--- src/rtl/core/sha256_pkg.sv ---
// Package for the SHA-256 byte-stream hasher: beat types, controller types,
// round constants, initial hash values and the sigma functions.
// No dependencies.
`timescale 1ns / 1ps

package sha256_pkg;

  // Item kinds on the message channel
  localparam logic KIND_ABSORB = 1'b0;
  localparam logic KIND_FINISH = 1'b1;

  // Padding constants
  localparam logic [7:0] PAD_MARK = 8'h80;
  localparam logic [5:0] LEN_POS  = 6'd56;
  localparam logic [5:0] LAST_FILL = 6'd63;
  localparam logic [5:0] LAST_ROUND = 6'd63;
  localparam logic [2:0] LAST_INDEX = 3'd7;

  // One message beat
  typedef struct packed {
    logic       kind;
    logic [7:0] data_byte;
  } msg_beat_t;

  // One digest beat
  typedef struct packed {
    logic [31:0] digest_word;
    logic [2:0]  word_index;
    logic        last_word;
  } digest_beat_t;

  // Controller states
  typedef enum logic [2:0] {
    ST_IDLE,
    ST_ROUND,
    ST_FOLD,
    ST_PAD2,
    ST_DONE
  } sha256_state_t;

  // Controller to datapath commands
  typedef struct packed {
    logic absorb;     // write byte into block buffer
    logic finish;     // load first padded block
    logic len_block;  // load zero block carrying the length
    logic start;      // copy chain into working vars, clear round count
    logic round;      // run one compression round
    logic fold;       // add working vars into chain
    logic emit;       // hand digest to output, restart message
  } sha256_cmd_t;

  // Datapath to controller status
  typedef struct packed {
    logic block_full;  // the next byte completes the block
    logic pad_two;     // padding spills into a second block
    logic last_round;
    logic out_busy;
  } sha256_status_t;

  localparam logic [31:0] ROUND_K [64] = '{
    32'h428a2f98, 32'h71374491, 32'hb5c0fbcf, 32'he9b5dba5,
    32'h3956c25b, 32'h59f111f1, 32'h923f82a4, 32'hab1c5ed5,
    32'hd807aa98, 32'h12835b01, 32'h243185be, 32'h550c7dc3,
    32'h72be5d74, 32'h80deb1fe, 32'h9bdc06a7, 32'hc19bf174,
    32'he49b69c1, 32'hefbe4786, 32'h0fc19dc6, 32'h240ca1cc,
    32'h2de92c6f, 32'h4a7484aa, 32'h5cb0a9dc, 32'h76f988da,
    32'h983e5152, 32'ha831c66d, 32'hb00327c8, 32'hbf597fc7,
    32'hc6e00bf3, 32'hd5a79147, 32'h06ca6351, 32'h14292967,
    32'h27b70a85, 32'h2e1b2138, 32'h4d2c6dfc, 32'h53380d13,
    32'h650a7354, 32'h766a0abb, 32'h81c2c92e, 32'h92722c85,
    32'ha2bfe8a1, 32'ha81a664b, 32'hc24b8b70, 32'hc76c51a3,
    32'hd192e819, 32'hd6990624, 32'hf40e3585, 32'h106aa070,
    32'h19a4c116, 32'h1e376c08, 32'h2748774c, 32'h34b0bcb5,
    32'h391c0cb3, 32'h4ed8aa4a, 32'h5b9cca4f, 32'h682e6ff3,
    32'h748f82ee, 32'h78a5636f, 32'h84c87814, 32'h8cc70208,
    32'h90befffa, 32'ha4506ceb, 32'hbef9a3f7, 32'hc67178f2
  };

  localparam logic [31:0] INIT_H [8] = '{
    32'h6a09e667, 32'hbb67ae85, 32'h3c6ef372, 32'ha54ff53a,
    32'h510e527f, 32'h9b05688c, 32'h1f83d9ab, 32'h5be0cd19
  };

  function automatic logic [31:0] big_sigma0(input logic [31:0] x);
    return {x[1:0], x[31:2]} ^ {x[12:0], x[31:13]} ^ {x[21:0], x[31:22]};
  endfunction

  function automatic logic [31:0] big_sigma1(input logic [31:0] x);
    return {x[5:0], x[31:6]} ^ {x[10:0], x[31:11]} ^ {x[24:0], x[31:25]};
  endfunction

  function automatic logic [31:0] small_sigma0(input logic [31:0] x);
    return {x[6:0], x[31:7]} ^ {x[17:0], x[31:18]} ^ {3'b000, x[31:3]};
  endfunction

  function automatic logic [31:0] small_sigma1(input logic [31:0] x);
    return {x[16:0], x[31:17]} ^ {x[18:0], x[31:19]} ^ {10'd0, x[31:10]};
  endfunction

endpackage

--- src/rtl/core/sha256_ctrl.sv ---
// Controller for the SHA-256 hasher: sequences absorb, compression rounds,
// padding blocks and digest hand-off. Depends on sha256_pkg.
`timescale 1ns / 1ps

module sha256_ctrl (
  input  logic                       clk,
  input  logic                       rst,
  input  logic                       msg_valid,
  input  logic                       kind,
  output logic                       msg_ready,
  input  sha256_pkg::sha256_status_t sts,
  output sha256_pkg::sha256_cmd_t    cmd
);
  import sha256_pkg::*;

  sha256_state_t state, state_next;
  logic finishing;  // current block sequence ends in a digest
  logic pending;    // a length-only block still follows

  // State register and sequence flags
  always_ff @(posedge clk) begin
    if (rst) begin
      state     <= ST_IDLE;
      finishing <= 1'b0;
      pending   <= 1'b0;
    end else begin
      state <= state_next;
      if (cmd.finish) begin
        finishing <= 1'b1;
        pending   <= sts.pad_two;
      end
      if (cmd.len_block) pending <= 1'b0;
      if (cmd.emit) finishing <= 1'b0;
    end
  end

  // Next state
  always_comb begin
    state_next = state;
    case (state)
      ST_IDLE: begin
        if (msg_valid) begin
          if (kind == KIND_FINISH || sts.block_full) state_next = ST_ROUND;
        end
      end
      ST_ROUND: begin
        if (sts.last_round) state_next = ST_FOLD;
      end
      ST_FOLD: begin
        if (!finishing) state_next = ST_IDLE;
        else if (pending) state_next = ST_PAD2;
        else state_next = ST_DONE;
      end
      ST_PAD2: state_next = ST_ROUND;
      ST_DONE: begin
        if (!sts.out_busy) state_next = ST_IDLE;
      end
      default: state_next = ST_IDLE;
    endcase
  end

  // Commands
  always_comb begin
    cmd       = '0;
    msg_ready = 1'b0;
    case (state)
      ST_IDLE: begin
        msg_ready = 1'b1;
        if (msg_valid) begin
          if (kind == KIND_FINISH) begin
            cmd.finish = 1'b1;
            cmd.start  = 1'b1;
          end else begin
            cmd.absorb = 1'b1;
            cmd.start  = sts.block_full;
          end
        end
      end
      ST_ROUND: cmd.round = 1'b1;
      ST_FOLD:  cmd.fold = 1'b1;
      ST_PAD2: begin
        cmd.len_block = 1'b1;
        cmd.start     = 1'b1;
      end
      ST_DONE:  cmd.emit = !sts.out_busy;
      default:  cmd = '0;
    endcase
  end

endmodule

--- src/rtl/core/sha256_dp.sv ---
// Datapath for the SHA-256 hasher: block window with rolling message schedule,
// one round unit, chaining state, length counter and digest output shifter.
// Depends on sha256_pkg.
`timescale 1ns / 1ps

module sha256_dp (
  input  logic                       clk,
  input  logic                       rst,
  input  logic [7:0]                 data_byte,
  input  sha256_pkg::sha256_cmd_t    cmd,
  output sha256_pkg::sha256_status_t sts,
  output logic                       digest_valid,
  input  logic                       digest_ready,
  output sha256_pkg::digest_beat_t   digest
);
  import sha256_pkg::*;

  logic [31:0] win [16];     // schedule window, win[0] is this round's word
  logic [31:0] wk [8];       // working variables a..h
  logic [31:0] chain [8];
  logic [31:0] dig [8];      // digest being shipped out
  logic [5:0]  fill;
  logic [60:0] msg_bytes;
  logic [5:0]  rnd;
  logic [2:0]  ocnt;
  logic        busy;

  logic [63:0] bit_len;
  logic [31:0] pad_win [16];
  logic [31:0] len_win [16];
  logic [31:0] w_new, t1, t2, ch, maj;

  assign bit_len = {msg_bytes, 3'b000};

  // First padded block: keep, marker, zeros, length when it fits
  always_comb begin
    for (int j = 0; j < 16; j++) begin
      for (int l = 0; l < 4; l++) begin
        logic [5:0] idx;
        idx = 6'(j * 4 + l);
        if (idx < fill) pad_win[j][8*(3-l) +: 8] = win[j][8*(3-l) +: 8];
        else if (idx == fill) pad_win[j][8*(3-l) +: 8] = PAD_MARK;
        else pad_win[j][8*(3-l) +: 8] = 8'h00;
      end
    end
    if (fill < LEN_POS) begin
      pad_win[14] = bit_len[63:32];
      pad_win[15] = bit_len[31:0];
    end
  end

  // Extra block holding only the length
  always_comb begin
    for (int j = 0; j < 14; j++) len_win[j] = '0;
    len_win[14] = bit_len[63:32];
    len_win[15] = bit_len[31:0];
  end

  // Round unit and schedule expansion
  always_comb begin
    w_new = win[0] + small_sigma0(win[1]) + win[9] + small_sigma1(win[14]);
    ch    = (wk[4] & wk[5]) ^ (~wk[4] & wk[6]);
    maj   = (wk[0] & wk[1]) ^ (wk[0] & wk[2]) ^ (wk[1] & wk[2]);
    t1    = wk[7] + big_sigma1(wk[4]) + ch + ROUND_K[rnd] + win[0];
    t2    = big_sigma0(wk[0]) + maj;
  end

  // Block window
  always_ff @(posedge clk) begin
    if (cmd.absorb) begin
      for (int j = 0; j < 16; j++) begin
        for (int l = 0; l < 4; l++) begin
          if (fill == 6'(j * 4 + l)) win[j][8*(3-l) +: 8] <= data_byte;
        end
      end
    end
    if (cmd.finish) win <= pad_win;
    if (cmd.len_block) win <= len_win;
    if (cmd.round) begin
      for (int j = 0; j < 15; j++) win[j] <= win[j+1];
      win[15] <= w_new;
    end
  end

  // Working variables
  always_ff @(posedge clk) begin
    if (cmd.start) begin
      wk <= chain;
    end else if (cmd.round) begin
      wk[7] <= wk[6];
      wk[6] <= wk[5];
      wk[5] <= wk[4];
      wk[4] <= wk[3] + t1;
      wk[3] <= wk[2];
      wk[2] <= wk[1];
      wk[1] <= wk[0];
      wk[0] <= t1 + t2;
    end
  end

  // Control counters and chaining state
  always_ff @(posedge clk) begin
    if (rst) begin
      chain     <= INIT_H;
      fill      <= '0;
      msg_bytes <= '0;
      rnd       <= '0;
    end else begin
      if (cmd.absorb) begin
        fill      <= fill + 6'd1;
        msg_bytes <= msg_bytes + 61'd1;
      end
      if (cmd.start) rnd <= '0;
      else if (cmd.round) rnd <= rnd + 6'd1;
      if (cmd.fold) begin
        for (int i = 0; i < 8; i++) chain[i] <= chain[i] + wk[i];
      end
      if (cmd.emit) begin
        chain     <= INIT_H;
        fill      <= '0;
        msg_bytes <= '0;
      end
    end
  end

  // Digest output: shift out one word per beat
  always_ff @(posedge clk) begin
    if (rst) begin
      busy <= 1'b0;
      ocnt <= '0;
    end else if (cmd.emit) begin
      busy <= 1'b1;
      ocnt <= '0;
    end else if (busy && digest_ready) begin
      ocnt <= ocnt + 3'd1;
      if (ocnt == LAST_INDEX) busy <= 1'b0;
    end
  end

  always_ff @(posedge clk) begin
    if (cmd.emit) begin
      dig <= chain;
    end else if (busy && digest_ready) begin
      for (int i = 0; i < 7; i++) dig[i] <= dig[i+1];
    end
  end

  assign digest_valid       = busy;
  assign digest.digest_word = dig[0];
  assign digest.word_index  = ocnt;
  assign digest.last_word   = (ocnt == LAST_INDEX);

  assign sts.block_full = (fill == LAST_FILL);
  assign sts.pad_two    = (fill >= LEN_POS);
  assign sts.last_round = (rnd == LAST_ROUND);
  assign sts.out_busy   = busy;

endmodule

--- src/rtl/core/sha256_hasher.sv ---
// Top level of the SHA-256 byte-stream hasher.
// Depends on sha256_pkg, sha256_ctrl and sha256_dp.
//
// Usage:
//   msg channel (msg_valid/msg_ready/msg): each beat is one item. kind = absorb
//   appends data_byte to the message; kind = finish pads, compresses and
//   queues the eight digest words, then starts a fresh message.
//   digest channel (digest_valid/digest_ready/digest): eight beats per finish,
//   word_index 0..7, last_word set on the eighth.
// Flow control:
//   An absorb beat is taken whenever the controller is idle. The beat that
//   completes a 64-byte block holds msg_ready low while the single round unit
//   runs the 64 rounds and the result is folded into the chaining state.
//   A finish compresses the padded block, plus a length-only block when the
//   padding needs one, then words go out one per cycle while the receiver is
//   ready. The digest has its own shift register, so next-message absorbs run
//   while the receiver stalls; a further finish's digest waits until it drains.
// Reset: synchronous rst restores the initial hash values and clears the
//   byte counts; no digest beat is pending after reset.
`timescale 1ns / 1ps

module sha256_hasher (
  input  logic                     clk,
  input  logic                     rst,
  input  logic                     msg_valid,
  output logic                     msg_ready,
  input  sha256_pkg::msg_beat_t    msg,
  output logic                     digest_valid,
  input  logic                     digest_ready,
  output sha256_pkg::digest_beat_t digest
);
  import sha256_pkg::*;

  sha256_cmd_t    cmd;
  sha256_status_t sts;

  sha256_ctrl u_ctrl (
    .clk       (clk),
    .rst       (rst),
    .msg_valid (msg_valid),
    .kind      (msg.kind),
    .msg_ready (msg_ready),
    .sts       (sts),
    .cmd       (cmd)
  );

  sha256_dp u_dp (
    .clk          (clk),
    .rst          (rst),
    .data_byte    (msg.data_byte),
    .cmd          (cmd),
    .sts          (sts),
    .digest_valid (digest_valid),
    .digest_ready (digest_ready),
    .digest       (digest)
  );

  // A finish beat always starts compression, so input stalls next cycle
  a_finish_stalls: assert property (@(posedge clk) disable iff (rst)
    msg_valid && msg_ready && msg.kind == KIND_FINISH |=> !msg_ready)
    else $error("message taken during compression");

  // Digest words leave in order
  a_word_order: assert property (@(posedge clk) disable iff (rst)
    digest_valid && digest_ready && !digest.last_word |=>
      digest_valid && digest.word_index == $past(digest.word_index) + 3'd1)
    else $error("digest word order broken");

  // A digest starts at word zero
  a_first_word: assert property (@(posedge clk) disable iff (rst)
    $rose(digest_valid) |-> digest.word_index == 3'd0)
    else $error("digest does not start at word zero");

  // The last word closes the digest
  a_last_drains: assert property (@(posedge clk) disable iff (rst)
    digest_valid && digest_ready && digest.last_word |=> !digest_valid)
    else $error("digest beats after the last word");

endmodule

--- config.mk ---
export PLATFORM = sky130hd
export DESIGN_NAME = sha256_hasher
export DESIGN_NICKNAME = d
export VERILOG_FILES = /design/src/rtl/core/sha256_pkg.sv /design/src/rtl/core/sha256_ctrl.sv /design/src/rtl/core/sha256_dp.sv /design/src/rtl/core/sha256_hasher.sv
export SDC_FILE = /design/constraint.sdc
export NUM_CORES = 2
export LEC_CHECK = 0
export ABC_AREA = 1
export BUFFER_PORTS_ARGS = -buffer_cell sky130_fd_sc_hd__buf_4
export CORE_UTILIZATION = 29
export DETAILED_ROUTE_END_ITERATION = 8
export GPL_TIMING_DRIVEN = 0
export PLACE_DENSITY = 0.48
export SLEW_MARGIN = 20
export SYNTH_ARGS = -nofsm -noshare
export SYNTH_HDL_FRONTEND = slang
export SYNTH_SLANG_ARGS = --single-unit
--- constraint.sdc ---
create_clock -name clk -period 12.6 [get_ports clk]
set_input_delay 3.15 -clock clk [delete_from_list [all_inputs] [get_ports clk]]
set_output_delay 3.15 -clock clk [all_outputs]
set_load 0.01 [all_outputs]
==> impl_metrics.tcl <==
set metrics [dict create \
    status "finished clean" \
    dp.cells 14772 \
    post_cts_resized 0 \
    htreeDepth 4 \
    ys_types 70 \
    async_flop_share_pct 0 \
    vias 81031 \
    initial_utilization_pct 29.23 \
    instances_no_fill 15089 \
    slew_viol_final 0 \
    r2r-start "u_dp.rnd[1]$_SDFFE_PP0P_" \
    ys.flop_type "edfxtp_1" \
    insertion_delay_ns 0.90 \
    setup_viol 0 \
    critPathCaptureType "flop" \
    postSynthCellCount 10731 \
    most-common-layout-cells "2684 x nand2_1, 1329 x inv_1, 1024 x edfxtp_1" \
    area_delta_synth_final_pct 13.57 \
    skew_ns 0.09883 \
    worstPathRequired_ns 13.18 \
    post-route-min-period_ns 11.48 \
    synth_seq_cells 1362 \
    critPathSlowestCell "a32oi_1" \
    arrival_ns 12.07 \
    synth_warnings 0 \
    yosysSeqAreaShare_pct 42.71 \
    reg2regPathDepth 34 \
    period_share_pct 91.15 \
    grt_pass1_vias 77686 \
    die-area_um2 305100 \
    totalWireLength_um 434800 \
    placementRows 201 \
    cts_buffers 169 \
    cp_num_buf_inv 8 \
    hold_path_class "reg -> reg" \
    critPathLaunchType "flop" \
    nets 11592 \
    drtIter0Drc 9522 \
    cts_hold_buf 0 \
    grt_usage_pct 27.62 \
    drive_above_1_share_pct 5.952 \
    synth_edf_count 1024 \
    critPathMaxFanout 9 \
    relSlewSlack_pct 10.79 \
    fp.coreArea_um2 300500 \
    avgSynthCellArea_um2 8.185 \
    rsz0062_at_grt "false" \
    io_buffers 50 \
    cts_buffer_depth 4 \
    ff2ff_setup_slack_ns 1.12 \
    firstDrtPassIters 8 \
    netlist_area_um2 87840 \
    final_common_cell "nand2_1" \
    min_delay_path_depth 0 \
    r2r_end "u_dp.wk[246]$_DFFE_PP_" \
    grt_antenna_before_repair 27 \
    gp_congestion 1.007 \
    nFillCells 31666 \
    cts.sinks 1362 \
    overflow 0 \
    postRouteAntennaNets 0 \
    viasPerCell 5.370 \
    chipWidth_um 552.4 \
    max_stage_delay_ns 0.78 \
    path_class "reg -> reg" \
    path_delay_family "adder cells" \
    dp_hpwl_um 348500 \
    max_freq_mhz 87.08 \
    wl_per_cell_um 28.81 \
    post_cts_buffers 0 \
    hold_path_end "u_dp.dig[16]$_DFFE_PP_" \
    cts.reportedPaths.clkPinSlew_ns 0.06 \
    cts_tree "built" \
    cts_root_buffer "clkbuf_16" \
    hp-start "u_dp.chain[16]$_SDFFE_PP0N_" \
    tightest_slew_ns 1.338 \
    synth_nets 11337 \
    hold_viol 0 \
    die_h_um 552.4 \
    grt_max_degree 58 \
    grt_pass1_wl_um 598600 \
    drc 0 \
    maxCapViolCount 0 \
    cpMostUsedCell "inv_1" \
    io_pins 51 \
]
-- cell type report --
| cell class | count | area [µm²] | share of cell area (%) |
|---|---|---|---|
| tap | 3958 | 4952 | 4.964 |
| inverter | 1349 | 5064 | 5.076 |
| clock buffer | 224 | 4597 | 4.608 |
| multi-input combinational | 7548 | 43440 | 43.54 |
| antenna | 8 | 20.02 | 0.02007 |
| buffer | 472 | 2107 | 2.112 |
| timing repair buffer | 84 | 1074 | 1.076 |
| clock inverter | 84 | 992.2 | 0.9946 |
| sequential | 1362 | 37520 | 37.61 |
-- how the worst max path moves through the flow --
stage                             startpoint                endpoint  slack, ns  cells after the start
floorplan                          msg_valid    u_dp.wk[0]$_DFFE_PP_       2.49                      6
finish              u_dp.rnd[1]$_SDFFE_PP0P_  u_dp.wk[246]$_DFFE_PP_       1.12                     34
global route        u_dp.rnd[1]$_SDFFE_PP0P_  u_dp.wk[246]$_DFFE_PP_       0.87                     34
global placement                   msg_valid  u_dp.wk[240]$_DFFE_PP_      -3.94                      7
detailed placement  u_dp.rnd[1]$_SDFFE_PP0P_  u_dp.wk[246]$_DFFE_PP_       1.32                     34
CTS                 u_dp.rnd[1]$_SDFFE_PP0P_  u_dp.wk[246]$_DFFE_PP_       1.32                     34
-- state kept, by name (all words and copies together) (netlist names) --
name	cells
u_dp.msg_bytes	61
u_dp.ocnt	3
u_dp.wk	256
u_dp.win	512
u_dp.chain	256
u_dp.fill	6
u_dp.rnd	6
u_dp.digest	32
u_ctrl.pending	1
u_dp.digest_valid	1
u_ctrl.finishing	1
u_ctrl.state	3
u_dp.dig	224
-- routing by layer --
metal | vias up | GRT usage [%] | wire length, µm
met4 | 6 | 12.86 | 22660
met2 | 3969 | 42.63 | 189800
met3 | 789 | 4.551 | 36180
met5 | - | 0 | 40
met1 | 39811 | 37.61 | 186100
li1 | 36456 | - | -
-- synth_stat cells (68+ instances only) --
master    count  share of area [%]
a21o_1       68               0.58
a21oi_1     789                4.5
buf_2       125               0.71
clkbuf_1    289                1.2
dfxtp_1     338                7.7
edfxtp_1   1024                 35
fa_1        195                4.4
ha_1        398                5.7
inv_1      1329                5.7
nand2_1    2688                 11
nand3_1     395                2.3
nand4_1      83               0.59
nor2_1      712                3.0
nor3_1      117               0.67
o211ai_1    136                1.2
o21ai_0    1005                5.7
o21bai_1     75               0.64
xnor2_1     153                1.5
xor2_1      262                2.6
-- kinds of logic after synthesis --
group,Yosys count,share of synthesized area [%]
flip-flops,1362,42.71
buffers and inverters,1821,8.109
XOR/XNOR,415,4.138
multiplexers,6,0.06838
adder cells (fa/ha/maj),617,10.39
AND/OR/NAND/NOR,4113,19.05
AO/OA/AOI/OAI,2397,15.53
-- stage by stage --
step / area [µm²] / hold WS, ns / TNS [ns] / setup slack (ns) / utilization, %
floorplan: 87840 / 0.4367 / 0 / 2.485 / -
global placement: 93170 / 0.4530 / -1008.84 / -3.941 / 31.00
detailed placement: 94110 / 0.4547 / 0 / 1.323 / 31.31
CTS: 99700 / 0.4660 / 0 / 1.321 / 33.17
global route: 99740 / 0.4801 / 0 / 0.8720 / 33.19
finish: 99760 / 0.4675 / 0 / 1.116 / 33.19
Power is left out: the tool's default activity adds up to more than one toggle a clock period on the data nets, which glitch-free logic cannot reach.
